`src/rtl/assert_macros.svh`:
```
// Assertion helpers shared by the RTL.
`ifndef ASSERT_MACROS_SVH
`define ASSERT_MACROS_SVH

// Implication checked on every clock edge outside reset.
`define ASSERT_IMPL(label, clk, rst_n, prop, msg) \
  label: assert property (@(posedge clk) disable iff (!rst_n) (prop)) else $error(msg);

// Condition that must hold in the cycle after a trigger.
`define ASSERT_NEXT(label, clk, rst_n, trig, cond, msg) \
  label: assert property (@(posedge clk) disable iff (!rst_n) (trig) |=> (cond)) \
    else $error(msg);

`endif

```
`src/rtl/sha1_pkg.sv`:
```
`timescale 1ns / 1ps
package sha1_pkg;

  typedef enum logic [1:0] {
    FUNC_START  = 2'd0,
    FUNC_BYTE   = 2'd1,
    FUNC_FINISH = 2'd2,
    FUNC_NONE   = 2'd3
  } func_e;

  typedef struct packed {
    logic [1:0] func;
    logic [7:0] data_byte;
  } in_item_t;

  typedef struct packed {
    logic        accepted;
    logic        digest_valid;
    logic [31:0] digest_word0;
    logic [31:0] digest_word1;
    logic [31:0] digest_word2;
    logic [31:0] digest_word3;
    logic [31:0] digest_word4;
  } out_item_t;

  // Classified command from front to back.
  typedef enum logic [1:0] {
    CMD_REJECT = 2'd0,
    CMD_START  = 2'd1,
    CMD_BYTE   = 2'd2,
    CMD_FINISH = 2'd3
  } cmd_e;

  typedef struct packed {
    cmd_e       cmd;
    logic [7:0] data_byte;
  } cmd_t;

  localparam int unsigned QueueDepth = 2;

  localparam logic [31:0] IV0 = 32'h67452301;
  localparam logic [31:0] IV1 = 32'hEFCDAB89;
  localparam logic [31:0] IV2 = 32'h98BADCFE;
  localparam logic [31:0] IV3 = 32'h10325476;
  localparam logic [31:0] IV4 = 32'hC3D2E1F0;
  localparam logic [31:0] K0  = 32'h5A827999;
  localparam logic [31:0] K1  = 32'h6ED9EBA1;
  localparam logic [31:0] K2  = 32'h8F1BBCDC;
  localparam logic [31:0] K3  = 32'hCA62C1D6;
  localparam logic [7:0]  PadMark = 8'h80;

  typedef enum logic [2:0] {
    ST_IDLE,
    ST_PAD,
    ST_ROUND,
    ST_ADD,
    ST_OUT
  } back_state_e;

endpackage

```
`src/rtl/sha1_front.sv`:
```
`timescale 1ns / 1ps
// Accepts items, tracks the open/idle message state and classifies each item.
module sha1_front import sha1_pkg::*; (
  input  logic     clk_i,
  input  logic     rst_ni,
  input  in_item_t in_i,
  input  logic     in_valid_i,
  output logic     in_ready_o,
  output cmd_t     cmd_o,
  output logic     cmd_valid_o,
  input  logic     cmd_ready_i
);

  logic open_q, open_d;

  assign in_ready_o  = cmd_ready_i;
  assign cmd_valid_o = in_valid_i;

  // Classification against message state
  always_comb begin
    open_d          = open_q;
    cmd_o.data_byte = in_i.data_byte;
    cmd_o.cmd       = CMD_REJECT;
    unique case (func_e'(in_i.func))
      FUNC_START:  if (!open_q) begin
        cmd_o.cmd = CMD_START;
        open_d    = 1'b1;
      end
      FUNC_BYTE:   if (open_q) cmd_o.cmd = CMD_BYTE;
      FUNC_FINISH: if (open_q) begin
        cmd_o.cmd = CMD_FINISH;
        open_d    = 1'b0;
      end
      default:     cmd_o.cmd = CMD_REJECT;
    endcase
  end

  always_ff @(posedge clk_i or negedge rst_ni) begin
    if (!rst_ni) begin
      open_q <= 1'b0;
    end else if (in_valid_i && cmd_ready_i) begin
      open_q <= open_d;
    end
  end

endmodule

```
`src/rtl/sha1_queue.sv`:
```
`timescale 1ns / 1ps
// Small FIFO between front and back.
module sha1_queue import sha1_pkg::*; #(
  parameter int unsigned Depth = QueueDepth
) (
  input  logic clk_i,
  input  logic rst_ni,
  input  cmd_t wr_i,
  input  logic wr_valid_i,
  output logic wr_ready_o,
  output cmd_t rd_o,
  output logic rd_valid_o,
  input  logic rd_ready_i
);

  localparam int unsigned AW = (Depth > 1) ? $clog2(Depth) : 1;

  cmd_t          mem_q [Depth];
  logic [AW-1:0] wp_q, rp_q;
  logic [AW:0]   cnt_q;
  logic          wr_en, rd_en;

  assign wr_ready_o = (cnt_q != (AW+1)'(Depth));
  assign rd_valid_o = (cnt_q != '0);
  assign wr_en      = wr_valid_i && wr_ready_o;
  assign rd_en      = rd_valid_o && rd_ready_i;
  assign rd_o       = mem_q[rp_q];

  always_ff @(posedge clk_i) begin
    if (wr_en) mem_q[wp_q] <= wr_i;
  end

  // Pointers wrap at Depth
  always_ff @(posedge clk_i or negedge rst_ni) begin
    if (!rst_ni) begin
      wp_q  <= '0;
      rp_q  <= '0;
      cnt_q <= '0;
    end else begin
      if (wr_en) wp_q <= (wp_q == AW'(Depth - 1)) ? '0 : wp_q + 1'b1;
      if (rd_en) rp_q <= (rp_q == AW'(Depth - 1)) ? '0 : rp_q + 1'b1;
      cnt_q <= cnt_q + (AW+1)'(wr_en) - (AW+1)'(rd_en);
    end
  end

endmodule

```
`src/rtl/sha1_back.sv`:
```
`timescale 1ns / 1ps
// Carries out commands: buffers bytes, runs 80 rounds per block, pads and
// produces results through an output register.
module sha1_back import sha1_pkg::*; (
  input  logic      clk_i,
  input  logic      rst_ni,
  input  cmd_t      cmd_i,
  input  logic      cmd_valid_i,
  output logic      cmd_ready_o,
  output out_item_t out_o,
  output logic      out_valid_o,
  input  logic      out_ready_i
);

  back_state_e state_q, state_d;

  logic [31:0] h_q [5];
  logic [31:0] v_q [5];
  logic [31:0] w_q [16];
  logic [5:0]  pos_q;
  logic [63:0] bits_q;
  logic [6:0]  rnd_q;
  logic        fin_q;   // running the final block
  logic        spill_q; // a length block still follows
  out_item_t   out_q;
  logic        out_vld_q;

  logic        take;
  logic        out_free;
  logic [31:0] f, k, t, wt, wnew;
  logic [3:0]  pidx;
  out_item_t   ack_item;

  assign out_free    = !out_vld_q || out_ready_i;
  assign cmd_ready_o = (state_q == ST_IDLE) && out_free;
  assign take        = cmd_valid_i && cmd_ready_o;
  assign out_o       = out_q;
  assign out_valid_o = out_vld_q;

  // Immediate result for start, byte and rejected items
  always_comb begin
    ack_item          = '0;
    ack_item.accepted = (cmd_i.cmd == CMD_START) || (cmd_i.cmd == CMD_BYTE);
  end

  // Round function: schedule word is w_q[0], window shifts each round
  always_comb begin
    wt   = w_q[0];
    wnew = w_q[13] ^ w_q[8] ^ w_q[2] ^ w_q[0];
    wnew = {wnew[30:0], wnew[31]};
    if (rnd_q < 7'd20) begin
      f = (v_q[1] & v_q[2]) ^ (~v_q[1] & v_q[3]);
      k = K0;
    end else if (rnd_q < 7'd40) begin
      f = v_q[1] ^ v_q[2] ^ v_q[3];
      k = K1;
    end else if (rnd_q < 7'd60) begin
      f = (v_q[1] & v_q[2]) ^ (v_q[1] & v_q[3]) ^ (v_q[2] & v_q[3]);
      k = K2;
    end else begin
      f = v_q[1] ^ v_q[2] ^ v_q[3];
      k = K3;
    end
    t = {v_q[0][26:0], v_q[0][31:27]} + f + v_q[4] + k + wt;
  end

  assign pidx = pos_q[5:2];

  // Next-state logic
  always_comb begin
    state_d = state_q;
    unique case (state_q)
      ST_IDLE: begin
        if (take && cmd_i.cmd == CMD_BYTE && pos_q == 6'd63) state_d = ST_ROUND;
        else if (take && cmd_i.cmd == CMD_FINISH) begin
          // marker in the last byte fills the block: compress right away
          state_d = (pos_q == 6'd63) ? ST_ROUND : ST_PAD;
        end
      end
      ST_PAD:   if (pos_q == 6'd63) state_d = ST_ROUND;
      ST_ROUND: if (rnd_q == 7'd79) state_d = ST_ADD;
      ST_ADD: begin
        if (!fin_q) state_d = ST_IDLE;
        else if (spill_q) state_d = ST_PAD;
        else state_d = ST_OUT;
      end
      ST_OUT:   if (out_free) state_d = ST_IDLE;
      default:  state_d = ST_IDLE;
    endcase
  end

  always_ff @(posedge clk_i or negedge rst_ni) begin
    if (!rst_ni) begin
      state_q <= ST_IDLE;
    end else begin
      state_q <= state_d;
    end
  end

  // Control registers
  always_ff @(posedge clk_i or negedge rst_ni) begin
    if (!rst_ni) begin
      pos_q     <= '0;
      bits_q    <= '0;
      rnd_q     <= '0;
      fin_q     <= 1'b0;
      spill_q   <= 1'b0;
      out_vld_q <= 1'b0;
    end else begin
      // Result valid: set on a new result, cleared once taken
      if ((take && cmd_i.cmd != CMD_FINISH) || (state_q == ST_OUT && out_free)) begin
        out_vld_q <= 1'b1;
      end else if (out_ready_i) begin
        out_vld_q <= 1'b0;
      end
      unique case (state_q)
        ST_IDLE: if (take) begin
          rnd_q <= '0;
          unique case (cmd_i.cmd)
            CMD_START: begin
              pos_q  <= '0;
              bits_q <= '0;
            end
            CMD_BYTE: begin
              pos_q  <= pos_q + 6'd1;
              bits_q <= bits_q + 64'd8;
              fin_q  <= 1'b0;
            end
            CMD_FINISH: begin
              fin_q   <= 1'b1;
              spill_q <= (pos_q >= 6'd56);
              pos_q   <= pos_q + 6'd1;
            end
            default: ;
          endcase
        end
        ST_PAD: begin
          pos_q <= pos_q + 6'd1;
          if (pos_q == 6'd63) rnd_q <= '0;
        end
        ST_ROUND: rnd_q <= rnd_q + 7'd1;
        ST_ADD: if (fin_q && spill_q) begin
          pos_q   <= '0;
          spill_q <= 1'b0;
        end
        ST_OUT: if (out_free) pos_q <= '0;
        default: ;
      endcase
    end
  end

  // Datapath: buffer, working words, chaining words, result register
  always_ff @(posedge clk_i) begin
    unique case (state_q)
      ST_IDLE: if (take) begin
        out_q <= ack_item;
        unique case (cmd_i.cmd)
          CMD_START: begin
            h_q[0] <= IV0; h_q[1] <= IV1; h_q[2] <= IV2;
            h_q[3] <= IV3; h_q[4] <= IV4;
          end
          CMD_BYTE: begin
            w_q[pidx][8*(3-pos_q[1:0]) +: 8] <= cmd_i.data_byte;
            for (int i = 0; i < 5; i++) v_q[i] <= h_q[i];
          end
          CMD_FINISH: begin
            w_q[pidx][8*(3-pos_q[1:0]) +: 8] <= PadMark;
            for (int i = 0; i < 5; i++) v_q[i] <= h_q[i];
          end
          default: ;
        endcase
      end
      ST_PAD: begin
        if (pos_q >= 6'd56 && !spill_q) begin
          if (pos_q[1:0] == 2'd3) begin
            w_q[14] <= bits_q[63:32];
            w_q[15] <= bits_q[31:0];
          end
        end else begin
          w_q[pidx][8*(3-pos_q[1:0]) +: 8] <= 8'h00;
        end
        for (int i = 0; i < 5; i++) v_q[i] <= h_q[i];
      end
      ST_ROUND: begin
        for (int i = 0; i < 15; i++) w_q[i] <= w_q[i+1];
        w_q[15] <= wnew;
        v_q[4] <= v_q[3];
        v_q[3] <= v_q[2];
        v_q[2] <= {v_q[1][1:0], v_q[1][31:2]};
        v_q[1] <= v_q[0];
        v_q[0] <= t;
      end
      ST_ADD: for (int i = 0; i < 5; i++) h_q[i] <= h_q[i] + v_q[i];
      ST_OUT: if (out_free) begin
        out_q.accepted     <= 1'b1;
        out_q.digest_valid <= 1'b1;
        out_q.digest_word0 <= h_q[0];
        out_q.digest_word1 <= h_q[1];
        out_q.digest_word2 <= h_q[2];
        out_q.digest_word3 <= h_q[3];
        out_q.digest_word4 <= h_q[4];
      end
      default: ;
    endcase
  end

endmodule

```
`src/rtl/sha1_message_digest_top.sv`:
```
`timescale 1ns / 1ps
// Channel | Direction | Handshake               | Payload
// in      | input     | in_valid_i / in_ready_o | in_i   (in_item_t)
// out     | output    | out_valid_o/out_ready_i | out_o  (out_item_t)
// A start, a byte that does not fill the block, or a rejected item is
// answered through the queue and the output register. A byte that fills a
// block runs 80 rounds of one shared round unit plus the chaining add. Finish
// pads one byte per cycle and runs one or two blocks.
// Reset clears message state; the buffer and chaining words need none.
// A stalled output holds the back end; the queue takes up to two more items.
module sha1_message_digest_top import sha1_pkg::*; #(
  parameter int unsigned Depth = QueueDepth
) (
  input  logic      clk_i,
  input  logic      rst_ni,
  input  in_item_t  in_i,
  input  logic      in_valid_i,
  output logic      in_ready_o,
  output out_item_t out_o,
  output logic      out_valid_o,
  input  logic      out_ready_i
);

`include "assert_macros.svh"

  cmd_t fq_cmd, bq_cmd;
  logic fq_valid, fq_ready, bq_valid, bq_ready;

  sha1_front u_front (
    .clk_i, .rst_ni, .in_i, .in_valid_i, .in_ready_o,
    .cmd_o(fq_cmd), .cmd_valid_o(fq_valid), .cmd_ready_i(fq_ready)
  );

  sha1_queue #(.Depth(Depth)) u_queue (
    .clk_i, .rst_ni,
    .wr_i(fq_cmd), .wr_valid_i(fq_valid), .wr_ready_o(fq_ready),
    .rd_o(bq_cmd), .rd_valid_o(bq_valid), .rd_ready_i(bq_ready)
  );

  sha1_back u_back (
    .clk_i, .rst_ni,
    .cmd_i(bq_cmd), .cmd_valid_i(bq_valid), .cmd_ready_o(bq_ready),
    .out_o, .out_valid_o, .out_ready_i
  );

  `ASSERT_IMPL(a_dv_acc, clk_i, rst_ni, !out_valid_o || !out_o.digest_valid || out_o.accepted, "digest without accept")
  `ASSERT_NEXT(a_out_hold, clk_i, rst_ni, out_valid_o && !out_ready_i, out_valid_o, "result dropped")
  `ASSERT_IMPL(a_rej_zero, clk_i, rst_ni, !out_valid_o || out_o.accepted || out_o.digest_word0 == '0, "rejected item carries data")

endmodule

```
`config.mk`:
```
export PLATFORM = sky130hd
export DESIGN_NAME = sha1_message_digest_top
export DESIGN_NICKNAME = d
export VERILOG_FILES = /design/src/rtl/sha1_pkg.sv /design/src/rtl/sha1_front.sv /design/src/rtl/sha1_queue.sv /design/src/rtl/sha1_back.sv /design/src/rtl/sha1_message_digest_top.sv
export VERILOG_INCLUDE_DIRS = /design/src /design/src/rtl
export SDC_FILE = /design/constraint.sdc
export NUM_CORES = 2
export LEC_CHECK = 0
export BUFFER_PORTS_ARGS = -buffer_cell sky130_fd_sc_hd__buf_2
export CORE_UTILIZATION = 47
export DETAILED_ROUTE_END_ITERATION = 12
export HOLD_SLACK_MARGIN = 0.08
export SLEW_MARGIN = 20
export SYNTH_ARGS = -nofsm -noshare
export SYNTH_HDL_FRONTEND = slang
export SYNTH_SLANG_ARGS = --single-unit
```
`constraint.sdc`:
```
create_clock -name clk_i -period 18.6 [get_ports clk_i]
set_input_delay 2.79 -clock clk_i [delete_from_list [all_inputs] [get_ports clk_i]]
set_output_delay 2.79 -clock clk_i [all_outputs]
set_load 0.02 [all_outputs]
```
==> impl_results.md <==
* First-pass iteration count of the detailed router at 5
* Hold crit path type: reg -> reg
* Via density at 5.729
* Worst Path Max Fanout at 35
* Maximum clock rate at 134.6 MHz
* Synth Register Bits at 1099
* Met3 wire length at 8.367 mm
* Bufs on Longest Clock Path at 3
* Via count at 38540
* CTS tree: yes
* Area growth syn-to-layout at 12.07%
* Met1 WL at 66.86 mm
* Top cells by area, synth: edfxtp_1 53%, a21o_1 7.2%, ha_1 4.5%
* Fin area at 64520 um2
* CTS resizes at 0
* I/O pins at 178
* CP endpoint kind: flop
* First-pass GRT wire length at 231.9 mm
* CTS Hold Bufs at 0
* Mux cell area share after synthesis at 0.8737%
* Starting DRT DRC Count at 3037
* Placed cell area at 60370 um2
* Share of layout cells above drive strength 1 at 10.49%
* Cell with the most instances after synthesis: edfxtp_1
* Wire length per cell at 22.49 um
* Die Y at 352.0 um
* Worst endpoint required time at 19050 ps
* Area of the multi-input gates at 23440 um2
* Final Setup Violations at 0
* Final slew viol count at 0
* Total wire length at 151.3 mm
* Layout Nets at 5338
* Layout filler cell count at 10600
* Top FF cell, synth: edfxtp_1
* Netlist cell types at 81
* Crit Path Category: reg -> reg
* EDFF count, synth at 1014
* Largest net degree at the start of global routing at 161
* Initial Utilization at 47.30%
* CP arrival at 7880 ps
* TNS Setup at 0 ps
* Status: complete, no violations
* Synth Area in Compound Gates at 15.32%
* Mapped cell area at 57570 um2
* Final Hold Vio Count at 0
* DP HPWL at 106.6 mm
* Synth warnings at 0
* Synthesized Nets at 5193
* Tcrit/Tclk final at 39.95%
* WP buf/inv at 7
* Clk_skew at 50.33 ps
* Post-synthesis sequential area ratio at 56.59%
* Post-synth top cells: 1014 x edfxtp_1, 654 x nand2_1, 554 x a21o_1, 246 x nor2_1, 228 x clkbuf_1
* Vias in the first global route at 37750
* Cell taking the most area after synthesis: edfxtp_1
* FFs w/ async S/R, synth at 7.734%
* Die W at 352.0 um
* Setup Fix Bufs, Post-CTS at 0
* CORE AREA at 121700 um2
* Root buffer cell: clkbuf_16
* GRT Util Overall at 24.37%
* Unrepaired setup endpoints after global routing: false
* RD Place Congestion at 0.9269
* Post-synthesis xor/xnor area fraction at 4.518%
* Top delay family on crit path: compound AO/OA/AOI/OAI gates
* Worst-Skew Late Latency at 760 ps
* Residual DRC at 0
* FP Rows at 128
* Yosys top cell area share at 52.89%
* Post-Synth Adder-Cell Area at 8.767%
* CTS clk-pin slew, worst paths at 60 ps
* CP max-delay cell: o311ai_1
* Main combinational cell family by area after synthesis: compound AO/OA/AOI/OAI gates
* CTS Buf Count at 118
* Register Area at 32580 um2
* Min Tclk post-route at 7431 ps
* # H-tree levels at 3
* ANT nets after route at 0
* GRT overflow at 0
* Syn Area/Cell at 11.87 um2
* Worst-Margin Slew at 1170 ps
* Port buffer count at 177
* MaxCap Viol Count at 0
* Top sig layer: met4
* Worst rel slew slack at 20.44%
* Die Area at 123900 um2
* CP startpoint kind: flop
* Simple-gate share of the synthesized area at 10.99%
* Clk sinks at 1099
* Initial antenna violation count at 1
* DR WL met2 at 70.72 mm
* Max incr delay on CP at 690 ps
* Post-synthesis instance total at 4850
## logic make-up (layout without fill, tap and decap cells)
family | after synthesis | count (layout)
compound gates | 1247 | 1247
xor+xnor | 297 | 297
fa+ha+maj | 329 | 329
buf+inv | 449 | 699
flops | 1099 | 1099
mux | 50 | 50
other cells | 0 | 2
simple gates | 1379 | 1379
## stage by stage
step                setup WS, ps  utilization [%]  std cells  hold WS (ps)
floorplan                   3689                -       4850         460.8
global placement           11270            49.60       6500         480.8
detailed placement         11190            49.60       6500         484.9
CTS                        11170            52.97       6725         496.8
global route               10660            53.00       6725         512.5
finish                     11170            53.01       6727         494.7
## sequential cells by signal, indices dropped and copies added (netlist names)
register and count:
u_back.bits_q 61, u_back.fin_q 1, u_back.h_q 160, u_back.out_o 162
u_back.out_valid_o 1, u_back.pos_q 6, u_back.rnd_q 7, u_back.spill_q 1
u_back.state_q 3, u_back.v_q 160, u_back.w_q 512, u_front.open_q 1
u_queue.cnt_q 2, u_queue.mem_q 20, u_queue.rp_q 1, u_queue.wp_q 1
## worst paths after layout
| kind | startpoint | endpoint | slack (ps) | cells past startpoint |
|---|---|---|---|---|
| max in group asynchronous | rst_ni | u_back.bits_q[54] | 15410 | 2 |
| min | u_back.w_q[10][0] | u_back.w_q[9][0] | 490 | 1 |
| min reg2reg | u_back.w_q[10][0] | u_back.w_q[9][0] | 490 | 1 |
| max | u_back.rnd_q[2] | u_back.v_q[0][31] | 11170 | 25 |
| max reg2reg | u_back.rnd_q[2] | u_back.v_q[0][31] | 11170 | 25 |
| min in group asynchronous | rst_ni | u_front.open_q | 1950 | 1 |
## cell usage in the layout, fill, tap and decap left out, drive strengths merged, types with 49 or more instances in the layout
cell	netlist	layout
clkinv	0	49
buf	13	266
xnor2	149	149
a21o	554	554
edfxtp	1014	1014
ha	205	205
clkbuf	228	151
dfrtp	85	85
a221o	63	63
fa	124	124
nand2	654	654
nor2	250	250
xor2	148	148
nand3	64	64
a21oi	155	155
and3	189	189
inv	208	209
o21ai	221	221
## layout make-up
type | count | area share [%]
diodes | 2 | 0.007757
clock buffers | 151 | 4.895
clock inverters | 74 | 1.470
inverters | 208 | 1.210
multi-input cells | 3302 | 36.33
flip-flops and latches | 1099 | 50.50
well taps | 1625 | 3.151
repair buffers | 266 | 2.444
## per-layer routing
metal  global-route usage [%]  vias to the layer above
li1                         -                    18020
met2                    39.03                     1120
met4                    8.969                        0
met5                        0                        -
met1                    34.20                    19170
met3                    2.793                      225
Power is left out: the tool's default activity adds up to more than one toggle a clock period on the data nets, which glitch-free logic cannot reach.
